<file path="src/rtl/nldm_pkg.sv">
// Package: shared types, constants and codes for the table lookup core.
`default_nettype none
package nldm_pkg;
    localparam int MAX_POINTS_DEF = 8;
    localparam int AXIS_BITS_DEF  = 16;
    localparam int ENTRY_BITS_DEF = 24;
    localparam int CFG_BITS       = 4;
    localparam int FUNC_BITS      = 2;
    localparam int STATUS_BITS    = 2;

    localparam logic [FUNC_BITS-1:0] FUNC_ROW   = 2'd0;
    localparam logic [FUNC_BITS-1:0] FUNC_COL   = 2'd1;
    localparam logic [FUNC_BITS-1:0] FUNC_ENTRY = 2'd2;
    localparam logic [FUNC_BITS-1:0] FUNC_QUERY = 2'd3;

    localparam logic [STATUS_BITS-1:0] ST_WRITE = 2'd0;
    localparam logic [STATUS_BITS-1:0] ST_OK    = 2'd1;
    localparam logic [STATUS_BITS-1:0] ST_OOR   = 2'd2;

    localparam logic CFG_ROW = 1'b0;
    localparam logic CFG_COL = 1'b1;

    typedef enum logic [3:0] {
        S_IDLE, S_WRITE, S_SEARCH, S_CORNER, S_MUL, S_ACC, S_DIV, S_DONE, S_OOR
    } t_state;

    // controller to datapath
    typedef struct packed {
        logic load;       // capture the word
        logic write;      // perform store write
        logic srch_init;
        logic srch_step;
        logic crn_rd;     // issue corner read
        logic mul;        // multiply weights / entry
        logic acc;        // accumulate product
        logic div_init;
        logic div_step;
        logic done_ok;
        logic done_oor;
        logic done_wr;
    } t_cmd;

    // datapath to controller
    typedef struct packed {
        logic is_query;
        logic srch_done;
        logic srch_fail;
        logic last_corner;
        logic div_done;
    } t_stat;
endpackage
`default_nettype wire

</file>
<file path="src/rtl/nldm_ctrl.sv">
// Controller state machine for the lookup core.
`default_nettype none
module nldm_ctrl (
    input  wire logic          i_clk,
    input  wire logic          i_rst_n,
    input  wire logic          i_start,
    output logic               o_busy,
    input  wire nldm_pkg::t_stat i_stat,
    output nldm_pkg::t_cmd     o_cmd
);
    import nldm_pkg::*;
    t_state r_state, n_state;

    always_ff @(posedge i_clk) begin
        if (!i_rst_n) r_state <= S_IDLE;
        else          r_state <= n_state;
    end

    always_comb begin
        n_state = r_state;
        unique case (r_state)
            S_IDLE:   if (i_start) n_state = S_WRITE;
            S_WRITE:  n_state = i_stat.is_query ? S_SEARCH : S_DONE;
            S_SEARCH: begin
                if (i_stat.srch_fail)      n_state = S_OOR;
                else if (i_stat.srch_done) n_state = S_CORNER;
            end
            S_CORNER: n_state = S_MUL;
            S_MUL:    n_state = S_ACC;
            S_ACC:    n_state = i_stat.last_corner ? S_DIV : S_CORNER;
            S_DIV:    if (i_stat.div_done) n_state = S_DONE;
            S_DONE:   n_state = S_IDLE;
            S_OOR:    n_state = S_IDLE;
            default:  n_state = S_IDLE;
        endcase
    end

    always_comb begin
        o_cmd = '0;
        o_busy = (r_state != S_IDLE);
        unique case (r_state)
            S_IDLE:   begin
                o_cmd.load = i_start;
            end
            S_WRITE:  begin
                o_cmd.write = !i_stat.is_query;
                o_cmd.srch_init = i_stat.is_query;
            end
            S_SEARCH: o_cmd.srch_step = 1'b1;
            S_CORNER: o_cmd.crn_rd = 1'b1;
            S_MUL:    o_cmd.mul = 1'b1;
            S_ACC:    begin
                o_cmd.acc = 1'b1;
                o_cmd.div_init = i_stat.last_corner;
            end
            S_DIV:    o_cmd.div_step = 1'b1;
            S_DONE:   begin
                o_cmd.done_ok = i_stat.is_query;
                o_cmd.done_wr = !i_stat.is_query;
            end
            S_OOR:    o_cmd.done_oor = 1'b1;
            default:  ;
        endcase
    end
endmodule
`default_nettype wire

</file>
<file path="config.mk">
export PLATFORM = sky130hd
export DESIGN_NAME = nldm_ctrl
export DESIGN_NICKNAME = d
export VERILOG_FILES = /design/src/rtl/nldm_pkg.sv /design/src/rtl/nldm_ctrl.sv
export SDC_FILE = /design/constraint.sdc
export NUM_CORES = 1
export LEC_CHECK = 0
export ABC_AREA = 1
export BUFFER_PORTS_ARGS = -buffer_cell sky130_fd_sc_hd__buf_2
export CAP_MARGIN = 10
export CORE_AREA = 2 2 39 41
export DETAILED_ROUTE_END_ITERATION = 10
export DIE_AREA = 0 0 41 43
export SLEW_MARGIN = 30
export SYNTH_ARGS = -nofsm -noshare
export SYNTH_HDL_FRONTEND = slang
export SYNTH_SLANG_ARGS = --single-unit
</file>
<file path="constraint.sdc">
create_clock -name i_clk -period 1.4 [get_ports i_clk]
set_clock_uncertainty 0.2 [all_clocks]
set_input_delay 0.28 -clock i_clk [delete_from_list [all_inputs] [get_ports i_clk]]
set_output_delay 0.28 -clock i_clk [all_outputs]
set_load 0.005 [all_outputs]
</file>
==> flow_results.org <==
** Run status
- Result of the run :: finished with violations
- The final reports fail on setup timing.

** Setup path
- The worst setup path is of the reg2out kind.
- Grouping stages by cell kind, the critical path spends the most delay in flip-flops.
- Peak fanout along the critical path :: 3
- Reg2reg setup slack :: -0.03 ns
- Depth of the worst register-to-register path :: 10
- STA classifies the critical path startpoint as a flip-flop.
- Arrival time worst endpoint :: 1.17 ns
- Startpoint of the worst register-to-register path :: r_state[2]
- In this run the critical register-to-register path is captured at r_state[2].
- Data on the critical path is required at its endpoint by 0.92 ns.
- Critical-path cell list :: inv_2, nor2_4, inv_2, nor3_4, nand2_2, inv_2, buf_6
- Counting both buffers and inverters, the worst setup path holds a total of 4.
- On the worst path, the slowest cell contributes a delay of 0.35 ns.
- Crit. End Element :: output port
- Standard cell with the maximum stage delay on the critical path :: sky130_fd_sc_hd__dfxtp_2
- The cell that appears most often on the critical path is sky130_fd_sc_hd__inv_2.

** Detailed routing
- Dividing the detail-routed via count by the number of cells gives 4.28.
- The detailed router put a total of 435 um of wire on met1.
- In this run the top signal layer used is met4.
- After detailed routing, the met2 layer carries 647 um of wire.
- Number of remaining DRC errors :: 0
- Post-DRT Antenna Nets :: 0
- In the detailed route, the total length drawn on met3 is 45 um.
- Dividing the detail-routed wire length by the instance count gives 10.0 um.
- Total wire length after detailed routing :: 1150 um
- DR iter-0 viols :: 4
- Pre-antenna DRT Iters :: 3
- Via count :: 492

** Yosys
- By instance count, the leading cell after synthesis is sky130_fd_sc_hd__nand2_1.
- Cells taking the most area after synthesis :: sky130_fd_sc_hd__dfxtp_1 23%, sky130_fd_sc_hd__nand2_1 17%, sky130_fd_sc_hd__inv_1 15%
- Summing every instance area after synthesis gives 349 sq um.
- Most numerous cell types in the synthesized netlist :: 16 x sky130_fd_sc_hd__nand2_1, 14 x sky130_fd_sc_hd__inv_1, 12 x sky130_fd_sc_hd__nor2_1
- Yosys Warn Count :: 0
- The cell count after synthesis came out at 64.
- Of all flip-flops after synthesis, the portion carrying an async set or reset was 0.
- Synth unique cells :: 12
- Sequential fraction of the synthesis area :: 0.229
- Flip-flop and latch count after synthesis :: 4
- In the synthesized netlist the dominant register cell turns out to be sky130_fd_sc_hd__dfxtp_1.
- Cell taking the most area after synthesis :: sky130_fd_sc_hd__dfxtp_1
- Yosys top cell area share :: 0.229
- Synthesized netlist net count :: 72
- Synth Area per Inst :: 5.45 sq um
- Counting flops with a built-in enable in the synthesized netlist gives 0.

** Floorplan
- Effective utilization at floorplan :: 0.252
- The die covers 1760 sq um.
- Die span in y :: 43 um
- Standard cell core area :: 1380 sq um
- # IOs :: 21
- After floorplanning, the core was divided into 14 placement rows.
- Die width :: 41 um

** Power and ir drop
- The worst-case IR drop observed on VDD is 0.811 mV.
- Leakage power :: 0.426 nW
- Power spread over the standard cell area amounts to 1950 nW/um^2.

** Global route
- Global-route wire length before repair :: 1580 um
- The number of global-route vias before repair was 425.
- Global routing finished with a remaining overflow of 0.
- The number of antenna violations at the first check in global routing came to 0.
- Gr usage total :: 0.135
- Entering global routing, the biggest net connects 7 pins.

** Clock network
- Clock-pin slew was measured on the worst setup and hold paths at 0.04 ns.
- The number of clock buffers added by TritonCTS is 3.
- Clock insertion delay at the later pin of the skew report :: 0.23 ns
- Clock tree synthesis found a total of 4 sinks.
- Buffers inserted to repair hold after CTS numbered 0.
- The clock passes through at most 2 buffers.
- TritonCTS clock tree :: yes
- Clock Tree Root :: sky130_fd_sc_hd__clkbuf_4
- In this run the number of H-tree levels came out at 1.

** Placed design
- Worst slack, placed :: -0.0711 ns
- During placement, the flow inserted port buffers numbering 20.
- Global placement routability congestion :: 0.769
- HPWL reported at the end of detailed placement :: 773 um
- Total placed cells including tap cells :: 105

** STA
- Relative max-transition margin :: 0.845
- The max-slew violation count came to 0.
- Shortest clock period the worst path allows after layout :: 1.65 ns
- Ratio of final minimum period to clock period :: 1.18
- Final-report hold violation count :: 0
- At the pin with the least slew margin, the transition time is 0.232 ns.
- Setup repair after global routing could not meet its margin everywhere.
- Total of endpoints with negative setup slack in the final report :: 14
- Setup slack on the critical path of the routed design comes to -0.245 ns.
- For this run, the top clock speed supported by timing is 608 MHz.

** Layout
- The filler cells instantiated in the layout total 141.
- Largest registers :: r_state x4
- After the last flow step, the layout net total stands at 109.
- Of the cells placed in the final design, the portion with a size suffix greater than 1 is 0.687.
- Top reg by flops :: r_state
- Max reg flops :: 4
- Post-route insts no fill :: 115
- The repair_antennas step left the layout with diodes totalling 0.
- For this run, the share of the core covered by cells in the final layout is 0.514.
- Area growth syn-to-layout :: 104%

** Hold path
- Worst min path class :: in2reg
- Worst Hold Launch :: i_rst_n
- Worst hold path cell count :: 3
- Sink of the worst hold path :: r_state[2]

** Job
- Across the run, the number of max-cap violations was 0.
[how the worst max path moves through the flow]
| stage | from | end | slack [ns] | depth (start not counted) |
|---|---|---|---|---|
| after detailed placement | r_state[2] | o_cmd[4] | -0.07 | 7 |
| after global placement | r_state[2] | o_cmd[4] | -0.06 | 7 |
| after floorplan | r_state[2] | o_cmd[4] | 0.02 | 6 |
| final | r_state[2] | o_cmd[4] | -0.25 | 7 |
| after global routing | r_state[2] | o_cmd[4] | -0.32 | 7 |
| after CTS | r_state[2] | o_cmd[4] | -0.25 | 7 |
[logic make-up after synthesis]
family,Yosys count,share of synthesized area
simple gates,43,0.588
buf+inv,17,0.183
flops,4,0.229
[tightest hold or removal path, cell delays in order]
cell                      delay [ns]
sky130_fd_sc_hd__buf_2          0.09
sky130_fd_sc_hd__nand2_1        0.04
sky130_fd_sc_hd__inv_1          0.04
[per-stage QoR]
stage | total power, W | setup TNS (ns) | hold WS, ns | instance area (sq um)
after global placement | 0.000811 | -0.0800 | 0.279 | 519
final | 0.00139 | -2.31 | 0.0512 | 711
after CTS | 0.00113 | -2.36 | 0.0416 | 619
after global routing | 0.00149 | -3.27 | 0.0486 | 711
after detailed placement | 0.000821 | -0.142 | 0.288 | 519
after floorplan | 0.000562 | 0 | 0.178 | 349
[where the power goes]
part,switching (W),internal [W],total (W)
logic,0.000501,0.000491,0.000992
clock network,0.0000457,0.0000958,0.000142
registers,0.0000798,0.000172,0.000252
total,0.000627,0.000759,0.00139
[area by class of cell]
cell class | instances | area [sq um] | share of cell area
inverters | 17 | 66.3 | 0.0933
flip-flops and latches | 4 | 90.1 | 0.127
multi-input cells | 43 | 289 | 0.407
well taps | 16 | 20.0 | 0.0282
clock buffers | 3 | 22.5 | 0.0317
repair buffers | 32 | 223 | 0.313
[metal layers]
layer	vias up	GRT usage
li1	256	-
met1	221	0.145
met2	13	0.231
met3	2	0.0157
met4	0	0.0800
met5	-	0
[timing repair]
action,4_1_cts,5_1_grt
buffers inserted,4,4
gates resized for setup,18,19
setup endpoints to repair,13,16
cloned,0,0
pin swaps,2,8
[placed cells by master (no fill, tap or decap), types with 4 or more instances in the layout]
cell type and n:
sky130_fd_sc_hd__nor2_2 4, sky130_fd_sc_hd__nor2_4 6, sky130_fd_sc_hd__nand2_1 9, sky130_fd_sc_hd__buf_4 9, sky130_fd_sc_hd__nor2_1 7, sky130_fd_sc_hd__nand2_2 8
sky130_fd_sc_hd__buf_2 18, sky130_fd_sc_hd__inv_2 6, sky130_fd_sc_hd__buf_6 4, sky130_fd_sc_hd__inv_1 10
No activity file was read; power rests on OpenSTA's default activity.
